### config.mk
export PLATFORM = sky130hd
export DESIGN_NAME = fwso_div
export DESIGN_NICKNAME = d
export VERILOG_FILES = /design/src/hw/rtl/fwso_pkg.sv /design/src/hw/rtl/fwso_div.sv
export SDC_FILE = /design/constraint.sdc
export NUM_CORES = 1
export LEC_CHECK = 0
export ABC_CLOCK_PERIOD_IN_PS = 3100
export BUFFER_PORTS_ARGS = -buffer_cell sky130_fd_sc_hd__buf_2
export CORE_ASPECT_RATIO = 1.25
export CORE_MARGIN = 5
export CORE_UTILIZATION = 40
export DETAILED_ROUTE_END_ITERATION = 10
export PLACE_DENSITY_LB_ADDON = 0.05
export SYNTH_ARGS = -nofsm -noshare
export SYNTH_HDL_FRONTEND = slang
export SYNTH_SLANG_ARGS = --single-unit
### constraint.sdc
create_clock -name clk -period 3.1 [get_ports clk]
set_input_delay 0 -clock clk [delete_from_list [all_inputs] [get_ports clk]]
set_output_delay 0 -clock clk [all_outputs]
set_load 0.01 [all_outputs]
### src/hw/rtl/fwso_pkg.sv
// Package for four-wheel-steer odometry: widths, CORDIC constants, shared types.
// No dependencies.
`timescale 1ns / 1ps
package fwso_pkg;
    localparam int NUM_WHEELS = 4;
    localparam int CORDIC_STEPS = 16;
    localparam logic signed [31:0] CORDIC_START = 32'sd652032874;
    localparam int QUARTER = 16384;
    localparam logic [15:0] GAIN_RESET = 16'd9782;
    localparam logic signed [55:0] POS_MAX = {1'b0, {55{1'b1}}};
    localparam logic signed [55:0] POS_MIN = {1'b1, {55{1'b0}}};
    localparam logic [19:0] US_PER_S = 20'd1000000;

    typedef enum logic [2:0] {
        ST_IDLE, ST_LANES, ST_MEAN, ST_ROT, ST_ROT2, ST_SCALE, ST_DIV, ST_OUT
    } fwso_state_t;

    typedef struct packed {
        logic start;
        logic busy;
        logic done;
    } fwso_ctl_t;

    typedef struct packed {
        logic signed [15:0] wheel_speed_0;
        logic signed [15:0] wheel_speed_1;
        logic signed [15:0] wheel_speed_2;
        logic signed [15:0] wheel_speed_3;
        logic [11:0]        steer_raw_0;
        logic [11:0]        steer_raw_1;
        logic [11:0]        steer_raw_2;
        logic [11:0]        steer_raw_3;
        logic signed [15:0] heading_abs;
        logic [15:0]        tick_us;
    } tick_t;

    typedef struct packed {
        logic signed [55:0] pos_x;
        logic signed [55:0] pos_y;
        logic signed [15:0] vel_x;
        logic signed [15:0] vel_y;
        logic signed [31:0] turn_rate;
        logic signed [15:0] heading_rel;
    } odom_t;

    function automatic logic signed [15:0] atan_entry(input logic [3:0] i);
        logic signed [15:0] r;
        begin
            case (i)
                4'd0: r = 16'sd8192;
                4'd1: r = 16'sd4836;
                4'd2: r = 16'sd2555;
                4'd3: r = 16'sd1297;
                4'd4: r = 16'sd651;
                4'd5: r = 16'sd326;
                4'd6: r = 16'sd163;
                4'd7: r = 16'sd81;
                4'd8: r = 16'sd41;
                4'd9: r = 16'sd20;
                4'd10: r = 16'sd10;
                4'd11: r = 16'sd5;
                4'd12: r = 16'sd3;
                4'd13: r = 16'sd1;
                4'd14: r = 16'sd1;
                default: r = 16'sd0;
            endcase
            return r;
        end
    endfunction
endpackage

### src/hw/rtl/fwso_div.sv
// Serial signed divider: quotient truncated toward zero, one bit a cycle.
// Depends on fwso_pkg.
`timescale 1ns / 1ps
module fwso_div
    import fwso_pkg::*;
(
    input  logic               clk,
    input  logic               rst_n,
    input  logic               start,
    input  logic signed [35:0] dividend,
    input  logic [15:0]        divisor,
    output logic               done,
    output logic signed [35:0] quotient
);
    logic [35:0] q_reg, q_next;
    logic [16:0] r_reg, r_next;
    logic [15:0] d_reg, d_next;
    logic        neg_reg, neg_next;
    logic [5:0]  cnt_reg, cnt_next;
    logic        run_reg, run_next, done_reg, done_next;
    logic [16:0] trial;

    always_comb
    begin
        q_next = q_reg;
        r_next = r_reg;
        d_next = d_reg;
        neg_next = neg_reg;
        cnt_next = cnt_reg;
        run_next = run_reg;
        done_next = 1'b0;
        trial = {r_reg[15:0], q_reg[35]};
        if (start)
        begin
            neg_next = dividend[35];
            q_next = dividend[35] ? 36'(-dividend) : 36'(dividend);
            r_next = '0;
            d_next = divisor;
            cnt_next = '0;
            run_next = 1'b1;
        end
        else if (run_reg)
        begin
            if (trial >= {1'b0, d_reg})
            begin
                r_next = trial - {1'b0, d_reg};
                q_next = {q_reg[34:0], 1'b1};
            end
            else
            begin
                r_next = trial;
                q_next = {q_reg[34:0], 1'b0};
            end
            cnt_next = cnt_reg + 6'd1;
            if (cnt_reg == 6'd35)
            begin
                run_next = 1'b0;
                done_next = 1'b1;
            end
        end
    end

    always_ff @(posedge clk or negedge rst_n)
    begin
        if (!rst_n)
        begin
            run_reg <= 1'b0;
            done_reg <= 1'b0;
            cnt_reg <= '0;
        end
        else
        begin
            run_reg <= run_next;
            done_reg <= done_next;
            cnt_reg <= cnt_next;
        end
    end

    always_ff @(posedge clk)
    begin
        q_reg <= q_next;
        r_reg <= r_next;
        d_reg <= d_next;
        neg_reg <= neg_next;
    end

    assign done = done_reg;
    assign quotient = neg_reg ? 36'(-q_reg) : q_reg;
endmodule

# Word level (Yosys, flattened, before mapping)
# Index checks and enable logic that the tools add are counted.
# word_totals
out_inout_bits	37
word_cells	28
ff_bits	77
# op_classes
order_cmp	1
n_eq_ne	1
addsub	4
reduce_logical	1
muxes	14
# ops
operator	n
$mux 36	4
$neg 36->36	2
$ge 17x16->1	1
$mux 16	1
$sub 16x16->16	1
$mux 6	2
$mux 1	7
$add 6x1->6 const B	1
$eq 6x6->1 const B	1
$reduce_bool 2->1	1

# Logic depth before layout (Yosys ltp)
# depth
ltp_word	4
ltp_mapped	12

# Worst setup path after synthesis
# No wires, ideal clock.
# synth_timing
path_type	flip-flop to output port
start	reg q_reg[10]
end	out quotient[34]
path_slack_ps	620
path_buffers	0
arrival_ps	2480
path_stages_with_launch	8
t_required_ps	3100
cell_sequence	edfxtp_1 or4_4 nor4_4 nand3_2 or3b_4 or3_4 o41ai_4 xnor2_1
# synth_via
elab_chain_len	2
# synth_lines
item	line	rtl
start: declaration	fwso_div.sv:15	logic [35:0] q_reg, q_next;
start signal: assignment	fwso_div.sv:81	q_reg <= q_next;
$neg 36->36	fwso_div.sv:88	assign quotient = neg_reg ? 36'(-q_reg) : q_reg;
$mux 36	fwso_div.sv:88	
end: declaration	fwso_div.sv:13	output logic signed [35:0] quotient
# Every way passes these cells.

# Worst setup path after layout
# layout_timing
start	reg q_reg[8]
end	out quotient[34]
# The elaborated chain is that of the path after synthesis.

==> run summary <==
- complete, no violations — result of the run
- 113 um — horizontal die dimension
- 5270 um^2 — Synth Cell Area
- 55 — number of distinct standard cells referenced by the synthesized netlist
- 0.403 — initial cell density of the core
- output port — nature of the critical path endpoint
- 0 — count of antenna-violating nets left after detailed routing
- 77 — sinks on the clock net
- 40 — largest net degree at the start of global routing
- buf_2, nor2_1, edfxtp_1, a21oi_1, o21ai_0 — leading cell types in the layout, fill and taps excluded
- 460 nW/um^2 — Power per Cell Area
- 0 — grt ovf
- 0 — setup-violating endpoint count in the final report
- 22100 um — wire length of the first global-routing pass
- 827 — dpl cells
- 4501 — via total after detailed routing
- 1315 — Filler cells
- 0 — number of antenna violations at the first check in global routing
- 0.296 — switching power as a share of total power
- 5.21 — post-detailed-route via-to-cell ratio
- 763 — net total in the final layout
- 0.401 — portion of the post-synthesis area used by sequential elements
- 22.3% — synthesis-to-layout area growth
- 0.172 — global-route total usage across every layer
- 0 — Pins Over Slew Limit
- 4597 — via count of the first global-routing pass
- q_reg[35] — launch point of the worst reg-to-reg path
- 0.55 ns — reg-to-reg setup timing slack
- 0.196 — share of final-layout standard cells stronger than drive strength 1
- 15600 um^2 — full die area
- 2.62 nW — Leakage Power
- 0 — number of warning messages in the yosys log
- 0.209 — share of total power in combinational logic
- 47 — Core Rows
- clkbuf_16 — buffer type at the clock tree root
- no — unrepaired setup endpoints after global routing
- r_reg[14] — end of the worst register-to-register path
- 53 — count of flip-flops with a built-in enable after synthesis
- 2.99 ns — Final min period
- 10 — number of cells on the worst reg-to-reg path
- 204 uV — VDD IR max
- 0 — DRC violation count after routing
- 13300 um — aggregate routed wire length
- 138 um — vertical extent of the die
- 335 MHz — max frequency
- 36 — flip-flop count of the largest register, all copies and words added
- flop — critical path startpoint category
- edfxtp_1 — predominant post-synthesis flop cell
- 0.435 — sequential power share
- 0.964 — share of the cycle needed by the critical path after routing
- 189 — DRC violation total after the first TritonRoute iteration
- 15.4 um — routed length per placed instance
- 3.10 ns — required time reported for the critical path endpoint
- 91 — Buffers on Ports
- 9 — number of buffers created by CTS
- 7 — iteration count of the initial detailed-routing pass
- 2 — number of buffers on the longest clock path
- 2.09 mW — cell internal pwr
- 10300 um — total half-perimeter wirelength after legalization and detailed placement
- 3 — # H-tree levels
- 581 — number of standard cells after synthesis
- 0 — number of maximum-capacitance constraint violations
- 0.104 — post-synthesis async set-or-reset flop share
- 656 — Synth Net Count
- 0 — Final Hold Vio Count
- 0.586 — worst slew slack as a fraction of its limit
- 0.0396 ns — Final Hold Slack
- 0.33 ns — Clk Latency, worst-skew pair
- 0.620 ns — transition time at the pin with the least slew margin
- 0 ns — Setup Total Neg Slack
- in -> async — min-delay worst type
- 0.852 — final estimated routing congestion in global placement
- 2.97 mW — Total Power
- 4 — CP max FO
- 0 — # diodes
- 0.06 ns — Clock Pin Slew Worst Setup and Hold Paths
- 13100 um^2 — Floorplan Core Area
- buf_2 — leading cell type in the layout, fill and taps excluded
- 9.06 um^2 — synthesized area per cell
- 864 — fin cells
- 0.357 — clock power share
- 77 — #FFs+latches synth
- 92 — number of ports placed on the die boundary
- built — TritonCTS clock tree
- 0.00605 ns — clock tree skew after final layout
- 2.99 ns — data arrival time of the worst path
- 0.877 mW — total net switching power
- reg -> out — type of the worst setup path
-- how the worst max path moves through the flow --
stage	to	slack (ns)	startpoint	cells past startpoint
4_1_cts	quotient[34]	0.03	q_reg[10]	8
3_5_place_dp	quotient[34]	0.33	q_reg[9]	8
5_1_grt	quotient[34]	0.001	q_reg[7]	8
3_3_place_gp	quotient[34]	0.40	q_reg[10]	8
2_1_floorplan	quotient[34]	0.62	q_reg[10]	7
6_report	quotient[34]	0.11	q_reg[8]	8
-- power by group through the flow --
stage          sequential (mW)  clock, mW  combinational [mW]
2_1_floorplan             1.28          0               0.379
3_3_place_gp              1.31          0               0.596
3_5_place_dp              1.31          0               0.596
4_1_cts                   1.29       1.09               0.621
5_1_grt                   1.30       1.13               0.688
6_report                  1.29       1.06               0.618
-- metrics by stage --
stage	instance area (um^2)	worst slack [ns]	util
after floorplan	5270	0.620	-
after global placement	5930	0.401	0.454
after global routing	6440	0.00126	0.493
after CTS	6420	0.0297	0.492
after detailed placement	5930	0.327	0.454
final	6440	0.112	0.493
-- synthesized netlist by cell type, types with 9 or more instances --
cell / number / share of area
a21oi_1: 45 / 0.043
dfxtp_1: 16 / 0.061
edfxtp_1: 53 / 0.30
xnor2_1: 42 / 0.070
ha_1: 19 / 0.045
inv_1: 31 / 0.022
clkbuf_1: 27 / 0.019
a211oi_1: 9 / 0.013
nor2_1: 69 / 0.049
o21ai_0: 43 / 0.041
o31ai_1: 25 / 0.036
or3_1: 12 / 0.014
xor2_1: 39 / 0.065
nand2_1: 41 / 0.029
-- cell type report --
cell class	instances	area, um^2	area share
multi-input combinational	444	2940	0.456
sequential	77	2110	0.328
timing repair buffer	125	756	0.117
clock buffer	10	250	0.0389
tap	171	214	0.0332
inverter	31	116	0.0181
clock inverter	6	53.8	0.00835
-- critical path: stages, from the launching register on --
cell,delay (ns)
edfxtp_1,0.38
or4_4,0.59
nor4_4,0.18
nand3_2,0.14
or3b_4,0.45
or3_4,0.38
o41ai_4,0.24
xnor2_1,0.15
buf_2,0.15
-- cell families after synthesis --
| family | synth area share |
|---|---|
| AOI/OAI and AO/OA | 0.203 |
| muxes | 0.0114 |
| DFF | 0.401 |
| buffers and inverters | 0.0437 |
| and+or+nand+nor | 0.158 |
| adders and majority gates | 0.0489 |
| xor gates and xnor gates | 0.135 |
-- routing by layer --
metal,vias to the layer above,part of all wire,track usage,wire length [um]
met2,60,0.55,0.330,7380
met5,-,0,0,0
met1,2104,0.41,0.193,5420
met4,0,0.013,0.0500,180
met3,10,0.027,0.0271,361
li1,2327,-,-,-
-- timing repair --
| action | 4_1_cts | 5_1_grt |
|---|---|---|
| setup buffers | 2 | 2 |
| gates resized for setup | 0 | 2 |
| setup endpoints to repair | 1 | 7 |
| hold buffers | 17 | 0 |
| hold endpoints to repair | 24 | 0 |
| pin swaps | 1 | 2 |
(Power assumes the default switching activity.)
