$ cat config.mk
export PLATFORM = sky130hd
export DESIGN_NAME = fwso_lane
export DESIGN_NICKNAME = d
export VERILOG_FILES = /design/src/hw/rtl/fwso_pkg.sv /design/src/hw/rtl/fwso_cordic.sv /design/src/hw/rtl/fwso_lane.sv
export SDC_FILE = /design/constraint.sdc
export NUM_CORES = 2
export LEC_CHECK = 0
export BUFFER_PORTS_ARGS = -buffer_cell sky130_fd_sc_hd__buf_2
export CAP_MARGIN = 20
export CORE_MARGIN = 4
export CORE_UTILIZATION = 60
export CTS_CLUSTER_DIAMETER = 200
export CTS_CLUSTER_SIZE = 24
export DETAILED_ROUTE_END_ITERATION = 10
export PLACE_DENSITY_LB_ADDON = 0.1
export SLEW_MARGIN = 20
export SYNTH_ARGS = -nofsm -noshare
export SYNTH_HDL_FRONTEND = slang
export SYNTH_SLANG_ARGS = --single-unit
$ cat constraint.sdc
create_clock -name clk -period 16.3 [get_ports clk]
set_clock_uncertainty 0.15 [all_clocks]
set_input_delay 4.075 -clock clk [delete_from_list [all_inputs] [get_ports clk]]
set_output_delay 4.075 -clock clk [all_outputs]
set_load 0.1 [all_outputs]
$ cat src/hw/rtl/fwso_pkg.sv
// Package for four-wheel-steer odometry: widths, CORDIC constants, shared types.
// No dependencies.
`timescale 1ns / 1ps
package fwso_pkg;
    localparam int NUM_WHEELS = 4;
    localparam int CORDIC_STEPS = 16;
    localparam logic signed [31:0] CORDIC_START = 32'sd652032874;
    localparam int QUARTER = 16384;
    localparam logic [15:0] GAIN_RESET = 16'd9782;
    localparam logic signed [55:0] POS_MAX = {1'b0, {55{1'b1}}};
    localparam logic signed [55:0] POS_MIN = {1'b1, {55{1'b0}}};
    localparam logic [19:0] US_PER_S = 20'd1000000;

    typedef enum logic [2:0] {
        ST_IDLE, ST_LANES, ST_MEAN, ST_ROT, ST_ROT2, ST_SCALE, ST_DIV, ST_OUT
    } fwso_state_t;

    typedef struct packed {
        logic start;
        logic busy;
        logic done;
    } fwso_ctl_t;

    typedef struct packed {
        logic signed [15:0] wheel_speed_0;
        logic signed [15:0] wheel_speed_1;
        logic signed [15:0] wheel_speed_2;
        logic signed [15:0] wheel_speed_3;
        logic [11:0]        steer_raw_0;
        logic [11:0]        steer_raw_1;
        logic [11:0]        steer_raw_2;
        logic [11:0]        steer_raw_3;
        logic signed [15:0] heading_abs;
        logic [15:0]        tick_us;
    } tick_t;

    typedef struct packed {
        logic signed [55:0] pos_x;
        logic signed [55:0] pos_y;
        logic signed [15:0] vel_x;
        logic signed [15:0] vel_y;
        logic signed [31:0] turn_rate;
        logic signed [15:0] heading_rel;
    } odom_t;

    function automatic logic signed [15:0] atan_entry(input logic [3:0] i);
        logic signed [15:0] r;
        begin
            case (i)
                4'd0: r = 16'sd8192;
                4'd1: r = 16'sd4836;
                4'd2: r = 16'sd2555;
                4'd3: r = 16'sd1297;
                4'd4: r = 16'sd651;
                4'd5: r = 16'sd326;
                4'd6: r = 16'sd163;
                4'd7: r = 16'sd81;
                4'd8: r = 16'sd41;
                4'd9: r = 16'sd20;
                4'd10: r = 16'sd10;
                4'd11: r = 16'sd5;
                4'd12: r = 16'sd3;
                4'd13: r = 16'sd1;
                4'd14: r = 16'sd1;
                default: r = 16'sd0;
            endcase
            return r;
        end
    endfunction
endpackage

$ cat src/hw/rtl/fwso_cordic.sv
// Iterative CORDIC: cosine and sine of a 16-bit binary angle, Q1.30, one step a cycle.
// Depends on fwso_pkg.
`timescale 1ns / 1ps
module fwso_cordic
    import fwso_pkg::*;
(
    input  logic               clk,
    input  logic               rst_n,
    input  logic               start,
    input  logic [15:0]        angle,
    output logic               done,
    output logic signed [31:0] cos_q,
    output logic signed [31:0] sin_q
);
    logic signed [32:0] x_reg, x_next, y_reg, y_next;
    logic signed [17:0] z_reg, z_next;
    logic               flip_reg, flip_next;
    logic [4:0]         step_reg, step_next;
    logic               run_reg, run_next;
    logic               done_reg, done_next;
    logic signed [17:0] za;
    logic signed [32:0] dx, dy;

    always_comb
    begin
        za = 18'(signed'(angle));
        x_next = x_reg;
        y_next = y_reg;
        z_next = z_reg;
        flip_next = flip_reg;
        step_next = step_reg;
        run_next = run_reg;
        done_next = 1'b0;
        dx = y_reg >>> step_reg[3:0];
        dy = x_reg >>> step_reg[3:0];
        if (start)
        begin
            x_next = 33'(CORDIC_START);
            y_next = '0;
            flip_next = 1'b0;
            z_next = za;
            if (za > 18'sd16384)
            begin
                z_next = za - 18'sd32768;
                flip_next = 1'b1;
            end
            else if (za < -18'sd16384)
            begin
                z_next = za + 18'sd32768;
                flip_next = 1'b1;
            end
            step_next = '0;
            run_next = 1'b1;
        end
        else if (run_reg)
        begin
            if (z_reg >= 0)
            begin
                x_next = x_reg - dx;
                y_next = y_reg + dy;
                z_next = z_reg - 18'(atan_entry(step_reg[3:0]));
            end
            else
            begin
                x_next = x_reg + dx;
                y_next = y_reg - dy;
                z_next = z_reg + 18'(atan_entry(step_reg[3:0]));
            end
            step_next = step_reg + 5'd1;
            if (step_reg == 5'(CORDIC_STEPS - 1))
            begin
                run_next = 1'b0;
                done_next = 1'b1;
            end
        end
    end

    always_ff @(posedge clk or negedge rst_n)
    begin
        if (!rst_n)
        begin
            run_reg <= 1'b0;
            done_reg <= 1'b0;
            step_reg <= '0;
        end
        else
        begin
            run_reg <= run_next;
            done_reg <= done_next;
            step_reg <= step_next;
        end
    end

    always_ff @(posedge clk)
    begin
        x_reg <= x_next;
        y_reg <= y_next;
        z_reg <= z_next;
        flip_reg <= flip_next;
    end

    assign done = done_reg;
    assign cos_q = flip_reg ? 32'(-x_reg) : 32'(x_reg);
    assign sin_q = flip_reg ? 32'(-y_reg) : 32'(y_reg);
endmodule

$ cat src/hw/rtl/fwso_lane.sv
// One wheel lane: steering count to angle, CORDIC, speed times cos/sin (Q.30 product).
// Depends on fwso_pkg and fwso_cordic.
`timescale 1ns / 1ps
module fwso_lane
    import fwso_pkg::*;
#(
    parameter int ANGLE_BITS = 16
)
(
    input  logic               clk,
    input  logic               rst_n,
    input  fwso_ctl_t          ctl,
    input  logic signed [15:0] speed,
    input  logic [11:0]        steer,
    output logic               done,
    output logic signed [47:0] prod_x,
    output logic signed [47:0] prod_y
);
    logic [ANGLE_BITS-1:0] ang_full;
    logic [15:0]           ang16;
    logic                  cdone;
    logic signed [31:0]    c, s;
    logic signed [47:0]    px_reg, py_reg;
    logic                  done_reg;

    assign ang_full = ANGLE_BITS'({~steer[11], steer[10:0]}) << (ANGLE_BITS - 12);
    generate
        if (ANGLE_BITS >= 16)
        begin : g_wide
            assign ang16 = 16'(ang_full >> (ANGLE_BITS - 16));
        end
        else
        begin : g_narrow
            assign ang16 = 16'(ang_full) << (16 - ANGLE_BITS);
        end
    endgenerate

    fwso_cordic u_cordic (
        .clk(clk), .rst_n(rst_n), .start(ctl.start), .angle(ang16),
        .done(cdone), .cos_q(c), .sin_q(s)
    );

    always_ff @(posedge clk)
    begin
        if (cdone)
        begin
            px_reg <= 48'(speed) * 48'(c);
            py_reg <= 48'(speed) * 48'(s);
        end
    end

    always_ff @(posedge clk or negedge rst_n)
    begin
        if (!rst_n)
            done_reg <= 1'b0;
        else
            done_reg <= cdone;
    end

    assign done = done_reg;
    assign prod_x = px_reg;
    assign prod_y = py_reg;
endmodule

# Yosys cells after proc, flatten, opt, wreduce, memory -nomap -nowiden
# Memory sizes are Yosys's and may differ from the RTL's.
# Index checks and enable logic that the tools add are counted.
# classes
n_mux	24
bitwise	1
shifts	2
n_mul	2
eq_ne	1
n_reduce_logical	1
n_addsub	11
order_cmp	3
# op_table
operator	n
$mul 16x32->48	2
$mux 16	6
$mux 18	5
$add 33x33->33	2
$mux 33	2
$sshr 33x4->33	2
$sub 33x33->33	2
$mux 32	2
$neg 32->32	2
$add 16x17->18 const B	1
$add 18x16->18	1
$ge 18x1->1 const B	1
$sub 16x17->18 const B	1
$sub 18x16->18	1
$gt 16x16->1 const B	1
$lt 16x15->1 const B	1
$mux 5	2
$mux 1	7
$add 5x1->5 const B	1
$eq 5x4->1 const B	1
$reduce_bool 2->1	1
$not 1->1	1
# word_totals
memories	2
word_cells	57
in_bits	33
mem_bits_ro	448
ff_bits	189
output_inout_bits	97
# mem_list
memory	depth	width	rd	rd_ports_with_merged_regs	wr	line_no	rtl
(name not given)	16	14	1	0	0	fwso_pkg.sv:49	case (i)
(name not given)	16	14	1	0	0	fwso_pkg.sv:49	

# Longest topological paths before layout
# depth
word_depth	8
ltp_mapped	36
ltp_nobuf	33

# Cells and area by module
# From an unflattened synthesis, not the netlist that was laid out.
# hier_totals
hier_cells	5966
hier_area_um2	53287.4
# by_module_without_submodules
module	cells_per_inst	n_inst	seq_area_each_um2	area_per_inst_um2
fwso_lane	4146	1	2907.8	38495.7
fwso_cordic	1820	1	2067.0	14791.7

# Worst setup path after synthesis
# OpenSTA, ideal clock, no wires.
# synth_path
kind	input -> register
start	input speed[1]
end	register px_reg[43], in the netlist prod_x[43], data pin
n_path_buf	2
cell_stages	23
required_time_ps	15881
arrival_ps	10304
setup_time_ps	269
path_slack_ps	5577
cell_sequence	clkbuf_1 -> clkbuf_1 -> nand2_1 -> fa_1 -> fa_1 -> inv_1 -> fa_1 -> fa_1 -> fa_1 -> inv_1 -> fa_1 -> inv_1 -> ha_1 -> a21o_1 -> a211o_1 -> a2111oi_0 -> o211ai_1 -> a41o_1 -> a211oi_1 -> o31ai_1 -> a21oi_1 -> o31ai_1 -> xor2_1
# synth_via
elab_chain_len	1
# synth_rtl
item	line_no	rtl
from (decl)	fwso_lane.sv:13	input logic signed [15:0] speed,
$mul 16x32->48	fwso_lane.sv:47	px_reg <= 48'(speed) * 48'(c);
to (signal assigned)	fwso_lane.sv:47	
to (decl)	fwso_lane.sv:23	logic signed [47:0] px_reg, py_reg;
# Every way passes these cells.
# A chain may end at the register's enable or synchronous reset.

# Worst setup path in the final report
# layout_path
start	input speed[8]
end	register px_reg[43], in the netlist prod_x[43], data pin
# Same word-level chain as after synthesis.

==> out/metrics.cfg <==
[cells_and_area]
drive_gt1_frac=0.0694
layout-area-overhead-vs-synth_pct=4.02
fin_cells=7030
fillCellCount=7583
num_antenna_cells=0
final_common_cell=inv_1
final_cell_mix=1133 x inv_1, 975 x fa_1, 792 x nand2_1
nets=7191
regArea_mm2=0.00499
multi_input_area_mm2=0.0424

[global_route]
gr-total-overflow=0
grt_pass1_wl_mm=215
grt_max_degree=68
grt_antenna_before_repair=0
grt_use_total=0.284
grt_pass1_vias=41700

[worst_setup_path]
ff2ff_path_depth=28
end_kind=register
worstSetupStartpointType=input port
reg2reg_from=u_cordic.y_reg[8]
worstPathArrival_ps=11960
worstPathMaxFanout=37
path_class=input port to register
r2r-end=prod_y[46]
rrSetupSlack_ps=6200
required_ps=16430

[clocking]
cts.repair.resized=0
clk_latency_ps=550
cts_buffers=17
clockRootBuffer=clkbuf_16
hold_buffers=0
clockBufferDepth=2
clkSinkCount=189
clkTransAtPathRegs_ps=80
htreeDepth=4
cts_tree=built
cts_setup_buffers=0

[synth]
syn-num-nets=7299
async_reset_ff_frac=0.0423
yosysWarnings=0
synth_cells=5970
syn-cell-area_mm2=0.0528
synth-seq-area-share=0.0942
synth_flop_cell=edfxtp_1
synthDistinctLibCells=91
synth_edf_count=115
synth_area_per_cell_um2=8.84
yosys_register_bits=189

[timing]
hold_ws_ps=400
hold_viol=0
tightest_slew_ps=1110
max_freq_ghz=0.0845
rsz0062_at_grt=no
maxSlewViolCount=0
period_needed_ps=11830
fin_crit_sh=0.726
finalSetupTns_ps=0
setup_viol=0
maxSlewHeadroom=0.257

[placement]
gp_congestion=0.919
dpl.cell_count=6998
hpwl_mm=97.5
portBuffers=127

[min_path]
hold_path_class=register to register
hold_depth=2
min_from=u_cordic.step_reg[4]
min_to=u_cordic.step_reg[4]

[die]
die_h_um=305
design.core.area_mm2=0.0870
rows=108
die_w_um=305
io_pins=130
die-area_mm2=0.0928
initial_core_util=0.607

[drt]
antenna_left=0
vias_per_cell=5.77
drc=0
wl_mm=128
drt_first_iter_violations=3006
wl_per_cell_um=18.2
vias=40600
first_pass_iters=6

[job]
cap_violations=0

[status]
status=finished, final reports clean

==> worst max path at each step <==
stage,cells after the start,slack (ps),from,endpoint
global route,25,4060,speed[8],prod_x[43]
global placement,25,4140,speed[8],prod_x[43]
CTS,25,4600,speed[8],prod_x[43]
floorplan,23,5580,speed[1],prod_x[43]
finish,25,4470,speed[8],prod_x[43]
detailed placement,25,4050,speed[8],prod_x[43]
==> layer usage <==
layer | wire length, um | global-route usage | part of all wire
met1 | 54700 | 0.392 | 0.43
met2 | 61400 | 0.471 | 0.48
met3 | 8580 | 0.0431 | 0.067
met4 | 3450 | 0.0850 | 0.027
met5 | 0 | 0 | 0
==> synth_stat cells, types with 25 or more instances <==
master    number  area (um2)
nor2_1       223         837
ha_1         321        4020
nand3_1       48         240
a211oi_1      31         233
a21o_1        98         736
clkbuf_1     270        1010
nor3_1        35         175
o21a_1        39         293
nand2_1      792        2970
and2_1       436        2730
mux4_2        50        1130
edfxtp_1     115        3450
o31ai_1       28         210
buf_2         30         150
xnor2_1      204        1790
buf_1         25        93.8
nand2b_1      42         263
fa_1         975       19500
a21oi_1      202        1010
o21ai_0      189         946
mux2i_1       86         861
inv_1       1136        4260
mux2_2        47         529
xor2_1        95         832
o21bai_1      27         203
dfxtp_1       66        1320
nand4_1       25         156
==> through the flow <==
step | instance area (um2) | worst slack, ps | utilization
after global placement | 54300 | 4140 | 0.624
after detailed placement | 54300 | 4050 | 0.624
after floorplan | 52800 | 5580 | -
after CTS | 54900 | 4600 | 0.631
after global routing | 54900 | 4060 | 0.631
final | 54900 | 4470 | 0.631
==> cell families after synthesis <==
family	Yosys count	synth area share
XOR/XNOR	299	0.0496
flip-flops	189	0.0942
multiplexers	187	0.0496
AO/OA/AOI/OAI	794	0.0975
AND/OR/NAND/NOR	1735	0.157
adder cells (fa/ha/maj)	1296	0.446
buffers and inverters	1470	0.106
==> critical path: stages <==
cell and delay (ps):
buf_2 560, buf_4 580, nand2_1 160, fa_1 540
inv_1 60, fa_1 500, inv_1 50, fa_1 500
fa_1 500, inv_1 50, fa_1 470, inv_1 50
fa_1 510, inv_1 50, ha_1 360, nand3_1 140
a2111oi_0 400, o21ai_0 260, o211ai_1 280, a41o_1 400
a211oi_1 170, o31ai_1 590, a21oi_1 220, o31ai_1 320
xor2_1 100
==> layout make-up <==
cell class,count,area share
multi-input cells,4311,0.772
flip-flops and latches,189,0.0909
inverters,1137,0.0777
well taps,1155,0.0263
repair buffers,206,0.0224
clock buffers,17,0.00775
clock inverters,15,0.00289
Power is not shown: default switching activity piles up to over one toggle a cycle in this logic, so the estimate is an artifact.
