$ cat config.mk
export PLATFORM = sky130hd
export DESIGN_NAME = fwso_cordic
export DESIGN_NICKNAME = d
export VERILOG_FILES = /design/src/hw/rtl/fwso_pkg.sv /design/src/hw/rtl/fwso_cordic.sv
export SDC_FILE = /design/constraint.sdc
export NUM_CORES = 1
export LEC_CHECK = 0
export ABC_AREA = 1
export BUFFER_PORTS_ARGS = -buffer_cell sky130_fd_sc_hd__buf_4
export CAP_MARGIN = 5
export CORE_MARGIN = 2
export CORE_UTILIZATION = 41
export DETAILED_ROUTE_END_ITERATION = 8
export PLACE_DENSITY_LB_ADDON = 0.3
export SYNTH_ARGS = -nofsm -noshare
export SYNTH_HDL_FRONTEND = slang
export SYNTH_SLANG_ARGS = --single-unit
$ cat constraint.sdc
create_clock -name clk -period 5.6 [get_ports clk]
set_clock_uncertainty 0.2 [all_clocks]
set_input_delay 0 -clock clk [delete_from_list [all_inputs] [get_ports clk]]
set_output_delay 0 -clock clk [all_outputs]
set_load 0.02 [all_outputs]
$ cat src/hw/rtl/fwso_pkg.sv
// Package for four-wheel-steer odometry: widths, CORDIC constants, shared types.
// No dependencies.
`timescale 1ns / 1ps
package fwso_pkg;
    localparam int NUM_WHEELS = 4;
    localparam int CORDIC_STEPS = 16;
    localparam logic signed [31:0] CORDIC_START = 32'sd652032874;
    localparam int QUARTER = 16384;
    localparam logic [15:0] GAIN_RESET = 16'd9782;
    localparam logic signed [55:0] POS_MAX = {1'b0, {55{1'b1}}};
    localparam logic signed [55:0] POS_MIN = {1'b1, {55{1'b0}}};
    localparam logic [19:0] US_PER_S = 20'd1000000;

    typedef enum logic [2:0] {
        ST_IDLE, ST_LANES, ST_MEAN, ST_ROT, ST_ROT2, ST_SCALE, ST_DIV, ST_OUT
    } fwso_state_t;

    typedef struct packed {
        logic start;
        logic busy;
        logic done;
    } fwso_ctl_t;

    typedef struct packed {
        logic signed [15:0] wheel_speed_0;
        logic signed [15:0] wheel_speed_1;
        logic signed [15:0] wheel_speed_2;
        logic signed [15:0] wheel_speed_3;
        logic [11:0]        steer_raw_0;
        logic [11:0]        steer_raw_1;
        logic [11:0]        steer_raw_2;
        logic [11:0]        steer_raw_3;
        logic signed [15:0] heading_abs;
        logic [15:0]        tick_us;
    } tick_t;

    typedef struct packed {
        logic signed [55:0] pos_x;
        logic signed [55:0] pos_y;
        logic signed [15:0] vel_x;
        logic signed [15:0] vel_y;
        logic signed [31:0] turn_rate;
        logic signed [15:0] heading_rel;
    } odom_t;

    function automatic logic signed [15:0] atan_entry(input logic [3:0] i);
        logic signed [15:0] r;
        begin
            case (i)
                4'd0: r = 16'sd8192;
                4'd1: r = 16'sd4836;
                4'd2: r = 16'sd2555;
                4'd3: r = 16'sd1297;
                4'd4: r = 16'sd651;
                4'd5: r = 16'sd326;
                4'd6: r = 16'sd163;
                4'd7: r = 16'sd81;
                4'd8: r = 16'sd41;
                4'd9: r = 16'sd20;
                4'd10: r = 16'sd10;
                4'd11: r = 16'sd5;
                4'd12: r = 16'sd3;
                4'd13: r = 16'sd1;
                4'd14: r = 16'sd1;
                default: r = 16'sd0;
            endcase
            return r;
        end
    endfunction
endpackage

$ cat src/hw/rtl/fwso_cordic.sv
// Iterative CORDIC: cosine and sine of a 16-bit binary angle, Q1.30, one step a cycle.
// Depends on fwso_pkg.
`timescale 1ns / 1ps
module fwso_cordic
    import fwso_pkg::*;
(
    input  logic               clk,
    input  logic               rst_n,
    input  logic               start,
    input  logic [15:0]        angle,
    output logic               done,
    output logic signed [31:0] cos_q,
    output logic signed [31:0] sin_q
);
    logic signed [32:0] x_reg, x_next, y_reg, y_next;
    logic signed [17:0] z_reg, z_next;
    logic               flip_reg, flip_next;
    logic [4:0]         step_reg, step_next;
    logic               run_reg, run_next;
    logic               done_reg, done_next;
    logic signed [17:0] za;
    logic signed [32:0] dx, dy;

    always_comb
    begin
        za = 18'(signed'(angle));
        x_next = x_reg;
        y_next = y_reg;
        z_next = z_reg;
        flip_next = flip_reg;
        step_next = step_reg;
        run_next = run_reg;
        done_next = 1'b0;
        dx = y_reg >>> step_reg[3:0];
        dy = x_reg >>> step_reg[3:0];
        if (start)
        begin
            x_next = 33'(CORDIC_START);
            y_next = '0;
            flip_next = 1'b0;
            z_next = za;
            if (za > 18'sd16384)
            begin
                z_next = za - 18'sd32768;
                flip_next = 1'b1;
            end
            else if (za < -18'sd16384)
            begin
                z_next = za + 18'sd32768;
                flip_next = 1'b1;
            end
            step_next = '0;
            run_next = 1'b1;
        end
        else if (run_reg)
        begin
            if (z_reg >= 0)
            begin
                x_next = x_reg - dx;
                y_next = y_reg + dy;
                z_next = z_reg - 18'(atan_entry(step_reg[3:0]));
            end
            else
            begin
                x_next = x_reg + dx;
                y_next = y_reg - dy;
                z_next = z_reg + 18'(atan_entry(step_reg[3:0]));
            end
            step_next = step_reg + 5'd1;
            if (step_reg == 5'(CORDIC_STEPS - 1))
            begin
                run_next = 1'b0;
                done_next = 1'b1;
            end
        end
    end

    always_ff @(posedge clk or negedge rst_n)
    begin
        if (!rst_n)
        begin
            run_reg <= 1'b0;
            done_reg <= 1'b0;
            step_reg <= '0;
        end
        else
        begin
            run_reg <= run_next;
            done_reg <= done_next;
            step_reg <= step_next;
        end
    end

    always_ff @(posedge clk)
    begin
        x_reg <= x_next;
        y_reg <= y_next;
        z_reg <= z_next;
        flip_reg <= flip_next;
    end

    assign done = done_reg;
    assign cos_q = flip_reg ? 32'(-x_reg) : 32'(x_reg);
    assign sin_q = flip_reg ? 32'(-y_reg) : 32'(y_reg);
endmodule

-- Word level (Yosys, flattened, before mapping)
Memory sizes are Yosys's and may differ from the RTL's.
Index checks and enable logic that the tools add are counted.
Widths: inputs -> output; s select.
- memory bits (writable): 0
- input bits: 19
- bits in read-only memories: 448
- latch bits: 0
- output and inout port bits: 65
- memories: 2
- register bits after elaboration: 92
- memory list (name ; depth ; width ; rd ports ; clocked after memory_dff ; write ports ; line ; text):
    (name not given) ; 16 ; 14 ; 1 ; 0 ; 0 ; fwso_pkg.sv:49 ; case (i)
    (name not given) ; 16 ; 14 ; 1 ; 0 ; 0 ; fwso_pkg.sv:49 ;
- bitwise operators: 0
- reduce and logical (&&, ||, !) cells: 1
- divide/modulo/power cells: 0
- add/sub/neg operators: 11
- eq/ne operators: 1
- $lt $le $gt $ge: 3
- mux-type cells: 24
- multiply operators: 0
- shifts and indexed selects: 2
- operators by type and width (cell ; count):
    $mux 16 ; 6
    $mux 18 ; 5
    $add 33x33->33 ; 2
    $mux 33 ; 2
    $sshr 33x4->33 ; 2
    $sub 33x33->33 ; 2
    $mux 32 ; 2
    $neg 32->32 ; 2
    $add 16x17->18 const B ; 1
    $add 18x16->18 ; 1
    $ge 18x1->1 const B ; 1
    $sub 16x17->18 const B ; 1
    $sub 18x16->18 ; 1
    $gt 16x16->1 const B ; 1
    $lt 16x15->1 const B ; 1
    $mux 5 ; 2
    $mux 1 ; 7
    $add 5x1->5 const B ; 1
    $eq 5x4->1 const B ; 1
    $reduce_bool 2->1 ; 1

-- Longest topological paths before layout
Gate-level depths: netlist of the first run.
- word-level depth: 8
- gate-level depth with buffers: 34

-- Worst setup path after synthesis of the first run
No wires, ideal clock.
- path type: reg2reg
- start point: register step_reg[1]
- end point: register z_reg[15] (data pin)
- path buffers: 2
- period minus slack after synthesis: 4.199 ns
- cell stages (with the launch flop): 32
- library setup time: 0.258 ns
- arrival time: 3.740 ns
- setup slack: 1.401 ns
- cell sequence: dfrtp_1 > inv_2 > buf_4 > buf_2 > ha_1 > nor2_1 > inv_1 > o21ai_0 > o21ai_0 > ha_1 > inv_1 > nor3_1 > nand3_1 > nor2_1 > nor2_1 > xnor2_1 > ha_1 > nand2_1 > nor2_1 > nand4_1 > nor2_1 > nor2_1 > inv_1 > nand3_1 > nand2_1 > nand3_1 > nand2_1 > nand2_1 > nand2_1 > a21oi_1 > o21ai_0 > nand2_1
- word-level cells in the longest chain between the ends: 8
- elaborated cells on any way between the ends: 13
- those cells by class: 2 x add/sub; 9 x mux; 2 x memory
- RTL lines (what ; line ; text):
    start: declaration ; fwso_cordic.sv:18 ; logic [4:0] step_reg, step_next;
    start signal: assignment ; fwso_cordic.sv:90 ; step_reg <= step_next;
    $mem_v2 16x14 ; - ;
    $mux 16 ; fwso_cordic.sv:57 ; if (z_reg >= 0)
    $mux 16 ; fwso_cordic.sv:55 ; else if (run_reg)
    $mux 16 ; fwso_cordic.sv:36 ; if (start)
    $add 18x16->18 / $sub 18x16->18 (equally long branches) ; fwso_cordic.sv:67, fwso_cordic.sv:61 ;
    $mux 18 * ; fwso_cordic.sv:57 ;
    $mux 18 * ; fwso_cordic.sv:55 ;
    $mux 18 * ; fwso_cordic.sv:36 ;
    via z_next[15] ; fwso_cordic.sv:16 ; logic signed [17:0] z_reg, z_next;
    end signal: assignment ; fwso_cordic.sv:98 ; z_reg <= z_next;
    end: declaration ; fwso_cordic.sv:16 ;
The timed path passes the listed nets; every way through them passes the cells marked *. The select of a mux whose other input is x is not followed.
A chain may end at the register's enable or synchronous reset.

-- Worst setup path in the final report of the first run
- start point: register step_reg[0]
- end point: register x_reg[30]
- word-level cells in the longest chain between the ends: 3
- elaborated cells on any way between the ends: 4
- those cells by class: 2 x add/sub; 1 x shift; 1 x mux
- RTL lines (what ; line ; text):
    $sshr 33x4->33 * ; fwso_cordic.sv:34 ; dx = y_reg >>> step_reg[3:0];
    $add 33x33->33 / $sub 33x33->33 (equally long branches) ; fwso_cordic.sv:65, fwso_cordic.sv:59 ;
    $mux 33 * ; fwso_cordic.sv:57 ;
    end signal: assignment ; fwso_cordic.sv:96 ; x_reg <= x_next;
    end: declaration ; fwso_cordic.sv:15 ; logic signed [32:0] x_reg, x_next, y_reg, y_next;
Mark *: on every way between the ends. The rest lies on a longest branch, timed or not.

==> results of run 1 <==
==> cells by family after synthesis <==
kind of cell | count (synthesis)
flops | 92
simple gates | 1364
xor+xnor | 147
fa+ha+maj | 98
compound gates | 390
buf+inv | 336
==> worst max-delay path: cells and delay by family (launching register included) <==
kind	cells	cell delay, ns
adder cells (fa/ha/maj)	2	0.55
AND/OR/NAND/NOR	17	2.17
AO/OA/AOI/OAI	4	0.77
buffers and inverters	5	0.64
XOR/XNOR	1	0.19
flip-flops	1	0.44
==> repair_timing <==
action                     CTS  global route
setup buffers                0             0
hold endpoints to repair    36             0
setup endpoints to repair    0             0
hold buffers                32             0
==> layer usage <==
metal	track usage (%)	wire, µm	vias to the layer above
met5	0	0	-
met4	7.25	1010	0
met3	2.55	3390	67
met2	42.6	21400	607
met1	38.4	22900	7472
li1	-	-	8196
==> layout by cell type (no fill, tap or decap), types with 4 or more instances in the layout <==
| master | Yosys | final |
|---|---|---|
| a21boi_0 | 4 | 4 |
| clkbuf_16 | 0 | 9 |
| o21bai_1 | 4 | 4 |
| nor2_1 | 222 | 221 |
| buf_4 | 7 | 108 |
| dlygate4sd3_1 | 0 | 32 |
| nand3_1 | 325 | 325 |
| nand4_1 | 24 | 24 |
| o21ai_1 | 23 | 23 |
| nor3_1 | 43 | 43 |
| nand3b_1 | 8 | 8 |
| a21oi_1 | 143 | 143 |
| inv_2 | 17 | 18 |
| nor4_1 | 10 | 10 |
| ha_1 | 95 | 95 |
| xor2_1 | 104 | 104 |
| xnor2_1 | 43 | 43 |
| inv_1 | 216 | 216 |
| or2_2 | 16 | 16 |
| edfxtp_1 | 19 | 19 |
| o22ai_1 | 26 | 26 |
| dfxtp_1 | 66 | 66 |
| nand2_1 | 670 | 670 |
| o211ai_1 | 8 | 8 |
| a21o_1 | 17 | 17 |
| o21ai_2 | 5 | 5 |
| clkinv_1 | 5 | 4 |
| o31ai_1 | 6 | 6 |
| nand2_2 | 13 | 13 |
| dfrtp_2 | 0 | 4 |
| o21a_1 | 10 | 10 |
| nor2_2 | 12 | 13 |
| nand3_2 | 14 | 14 |
| o21ai_0 | 110 | 110 |
| a31oi_1 | 17 | 17 |
==> through the flow <==
step / utilization [%] / total power, mW / instance area (µm²) / std cells
2_1_floorplan: - / 8.70 / 14100 / 2427
3_3_place_gp: 44.0 / 11.0 / 15100 / 2896
3_5_place_dp: 44.0 / 11.1 / 15100 / 2896
4_1_cts: 45.8 / 11.8 / 15700 / 2944
5_1_grt: 45.8 / 13.3 / 15700 / 2944
6_report: 45.8 / 11.9 / 15700 / 2944
==> area by class of cell <==
| cell class | count | area, µm² | share of cell area, % |
|---|---|---|---|
| multi-input cells | 1999 | 10700 | 68.0 |
| flip-flops and latches | 92 | 2070 | 13.2 |
| repair buffers | 143 | 1190 | 7.58 |
| inverters | 239 | 900 | 5.73 |
| well taps | 455 | 569 | 3.62 |
| clock buffers | 9 | 225 | 1.43 |
| clock inverters | 7 | 63.8 | 0.406 |
==> how the worst max path moves through the flow <==
stage                endpoint  slack, ns  cells after the start   startpoint
floorplan           z_reg[15]       1.40                     31  step_reg[1]
global placement    y_reg[32]       0.66                     25  step_reg[3]
detailed placement  y_reg[32]       0.65                     21  step_reg[3]
CTS                 y_reg[32]       0.64                     21  step_reg[3]
global route        x_reg[30]       0.13                     24  step_reg[2]
finish              x_reg[30]       0.56                     29  step_reg[0]
==> power breakdown <==
group	internal, mW	leakage, nW	total (mW)	switching [mW]
Combinational	3.62	6.83	9.76	6.14
Clock	0.312	0.137	0.639	0.327
Sequential	1.02	0.839	1.54	0.522
==> run metrics, run 1 <==
Synth Area per Inst=5.83 µm²; Sum Neg Setup Slack=0 ns; critical path arrival=5.18 ns; Hold Path Origin=angle[2]; CTS clk-pin slew, worst paths=0.07 ns; antenna violations before repair=0; Hold Path End=z_reg[2]; count leader, synth=nand2_1; Skew-Pair Late Insertion Delay=0.39 ns; hold path depth=4; area share of the largest cell type after synthesis=17.8%; drt drc=0; IO Pins=84; number of synthesized flops with an enable pin=19; Yosys reg bits=92; port bufs=83; critical path type=reg2reg; Mapped Cells=2,427; CP max stage delay=0.49 ns; RSZ-0062 raised after global routing=false; Final HPWL DP=38,000 µm; remaining global-route overflow=0; wire length per cell=16.6 µm; Critical Path End Type=flop; drt pass-1 iters=7; Top cell by count, worst path=nand2_1; R2R cell count=29; antenna diode count=0; CTS tree=yes; crit start category=flop; Hold Violations, Final=0; pin count of the biggest net entering global routing=74; fillers=3,685; post-synthesis compound-gate area fraction=15.6%; Worst Setup Slack, final=0.556 ns; Slew @ Worst Pin=1.10 ns; top_reg_cell synth=dfxtp_1; clock sinks=92; global-route wire length before repair=77,300 µm; mux cell area share after synthesis=0%; Yosys cell types=55; H-tree depth=3; pwr dens=760 nW/µm²; Hold Crit Class=in2reg; CTS buffer count=9; relative slew slack=26.4%; Longest Clk Path Bufs=2; slowest CP cell=nor4_1; Post-DRT Antenna Nets=0; CTS resizes=0; total core area=34,300 µm²; total of max-cap violations=0; initial cell density of the core=41.3%; hold slack=0.269 ns; post-DR vias/cell=5.55; final wirelength=48,800 µm; post-synthesis adder-cell area fraction=8.83%; final-report setup violation count=0; Final min period=5.04 ns; cell accounting for the most synthesized area=nand2_1; mapped cell area=14,100 µm²; Slew Limit Fails=0; die area=36,000 µm²; Pleak=7.81 nW; Fmax=198 MHz; commonest cells in the netlist=nand2_1, nand3_1, nor2_1, inv_1, a21oi_1; final RePlAce weighted congestion=0.989; DIE HEIGHT=190 µm; combinational family with the most area after synthesis=simple AND/OR/NAND/NOR gates; Synth area leaders=nand2_1, nand3_1, dfxtp_1; nets=2,601; R2R Setup Slk=0.56 ns; Die X=190 µm; status=finished clean; reg2reg end=x_reg[30]; Peak VDD IR=0.334 mV; YS warnings=0; layout cell share with drive strength beyond 1=8.84%; first-iteration detailed-routing DRC count=1,478; pre-CTS setup slack=0.651 ns; final period utilization=90.1%; worst flop-to-flop path startpoint=step_reg[0]; xor and xnor area share after synthesis=9.10%; Layout Area Growth over Synthesis=11.0%; # rows=68; root buf cell=clkbuf_16; GRT Total Usage=26.7%; WP data required=5.73 ns; syn_nets=2,544; via count=16,342; vias in the first global route=14,765; sequential fraction of the synthesis area=14.6%; Simple-Gate Fraction of Synth Area=42.0%; CP Max Fanout=38; ys async rst share=7.61%
No activity file was read; power rests on OpenSTA's default activity.
==> run 2: changes to the inputs <==
CORE_ASPECT_RATIO = 1.2   (was not set)
TNS_END_PERCENT = 100   (was not set)
==> run metrics, run 2 (synthesis gave the netlist of run 1 again) <==
status=finished clean (unchanged); multi-input logic area=10,700 µm² (about the same); first-iteration detailed-routing DRC count=1,638 (was 1,478); Post-DRT Antenna Nets=0 (unchanged); Buf+Inv Stages, Crit Path=3 (was 5); die area=36,000 µm² (about the same); Top cell by count, worst path=nand2_1 (unchanged); Skew-Pair Late Insertion Delay=0.39 ns (about the same); critical path arrival=5.46 ns (was 5.18 ns); crit start category=flop (unchanged); CTS buffer count=9 (unchanged); Slew @ Worst Pin=1.10 ns (about the same); Final HPWL DP=39,800 µm (was 38,000 µm); initial cell density of the core=41.6% (was 41.3%); cell family with most CP delay=simple AND/OR/NAND/NOR gates (unchanged); H-tree depth=3 (unchanged); Hold Violations, Final=0 (unchanged); clock sinks=92 (unchanged); critical path type=reg2reg (unchanged); port bufs=83 (unchanged); pin count of the biggest net entering global routing=68 (was 74); Hold Crit Class=in2reg (unchanged); DIE HEIGHT=207 µm (was 190 µm); Critical Path End Type=flop (unchanged); Sum Neg Setup Slack=0 ns (unchanged); fin util=46.1% (was 45.8%); antenna violations before repair=0 (unchanged); most common cell after layout, fill and taps aside=nand2_1 (unchanged); WP data required=5.73 ns (about the same); root buf cell=clkbuf_16 (unchanged); Pwr Total=12.1 mW (was 11.9 mW); global-route wire length before repair=81,400 µm (was 77,300 µm); Final min period=5.33 ns (was 5.04 ns); vias in the first global route=15,685 (was 14,765); Fmax=187 MHz (was 198 MHz); Longest Clk Path Bufs=2 (unchanged); Slew Limit Fails=0 (unchanged); antenna diode count=0 (unchanged); commonest cells after routing, fill and taps aside=nand2_1, nand3_1, nor2_1 (unchanged); fillers=3,678 (was 3,685); GRT Total Usage=27.9% (was 26.7%); final-report setup violation count=0 (unchanged); pwr dens=769 nW/µm² (was 760 nW/µm²); drt drc=0 (unchanged); Die X=174 µm (was 190 µm); Peak VDD IR=0.294 mV (was 0.334 mV); drt pass-1 iters=8 (was 7); total core area=34,000 µm² (was 34,300 µm²); slowest CP cell=nor4_1 (unchanged); RSZ-0062 raised after global routing=false (unchanged); final wirelength=51,200 µm (was 48,800 µm); nets=2,596 (was 2,601); via count=16,414 (was 16,342); Sequential Area=2070 µm² (unchanged); CTS tree=yes (unchanged); wire length per cell=17.4 µm (was 16.6 µm); layout cell share with drive strength beyond 1=8.82% (was 8.84%); postcts setup bufs=0 (unchanged); Layout Area Growth over Synthesis=10.8% (was 11.0%); CP max stage delay=0.59 ns (was 0.49 ns); IO Pins=84 (unchanged); relative slew slack=26.7% (was 26.4%); final period utilization=95.2% (was 90.1%); total of max-cap violations=0 (unchanged); # rows=74 (was 68); Pleak=7.78 nW (was 7.81 nW); CTS clk-pin slew, worst paths=0.08 ns (was 0.07 ns); CP Max Fanout=28 (was 38); post-DR vias/cell=5.58 (was 5.55); remaining global-route overflow=0 (unchanged); final RePlAce weighted congestion=0.982 (was 0.989)
-- run 2: changes by cell type in the layout (fill, tap and decap cells not counted), sizes merged --
| cell | previous run | this run |
|---|---|---|
| buf | 111 | 107 |
| inv | 240 | 238 |
| bufinv | 0 | 1 |
| clkinv | 4 | 5 |
| dlygate4sd3 | 32 | 31 |
-- run 2: per-layer routing --
| layer | part of all wire (%) | routed length [µm] | up-vias | global-route usage (%) |
|---|---|---|---|---|
| met4 | 4.1 | 2120 | 0 | 11.8 |
| met2 | 48 | 24500 | 548 | 48.8 |
| met5 | 0 | 0 | - | 0 |
| li1 | - | - | 8169 | - |
| met1 | 43 | 22200 | 7578 | 34.8 |
| met3 | 4.7 | 2410 | 119 | 2.62 |
-- run 2: path summary, 6_finish.rpt --
path	cells past startpoint	endpoint	slack, ns	from
setup reg to reg	25	y_reg[30]	0.27	step_reg[1]
min in group asynchronous	3	done	0.40	rst_n
hold reg to reg	2	step_reg[4]	0.36	step_reg[4]
setup / recovery	25	y_reg[30]	0.27	step_reg[1]
max in group asynchronous	3	step_reg[0]	4.50	rst_n
hold / removal	4	z_reg[13]	0.26	angle[13]
-- run 2: layout make-up --
class	instances	share of cell area, %
multi-input cells	1999	68.2
flip-flops and latches	92	13.2
repair buffers	138	7.19
inverters	239	5.76
well taps	456	3.64
clock buffers	9	1.44
clock inverters	7	0.527
-- run 2: metrics by stage --
step                      cell area (µm²)  cells  hold slack (ns)  setup slack, ns
after floorplan                     14100   2427           -0.496             1.40
after global placement              15000   2893           -0.382            0.510
after detailed placement            15000   2893           -0.379            0.371
after CTS                           15700   2940            0.249            0.356
after global routing                15700   2940            0.277          0.00783
final                               15700   2940            0.257            0.266
-- run 2: power breakdown --
| part | leakage, nW | internal [mW] | switching (mW) |
|---|---|---|---|
| registers | 0.839 | 1.02 | 0.510 |
| logic | 6.80 | 3.62 | 6.21 |
| clock network | 0.150 | 0.355 | 0.331 |
-- run 2: worst reg2reg max path: cells and delay by family (launching register included) --
kind	cells	cell delay, ns
AOI/OAI and AO/OA	3	0.51
xor gates and xnor gates	1	0.17
adders and majority gates	2	0.59
buffers and inverters	3	0.59
DFF	1	0.48
and+or+nand+nor	16	2.73
-- run 2: what timing repair did --
item	in CTS	in global routing
gates resized for setup	0	3
endpoints found under the setup margin	0	3
endpoints found under the hold margin	36	0
hold buffers	31	0
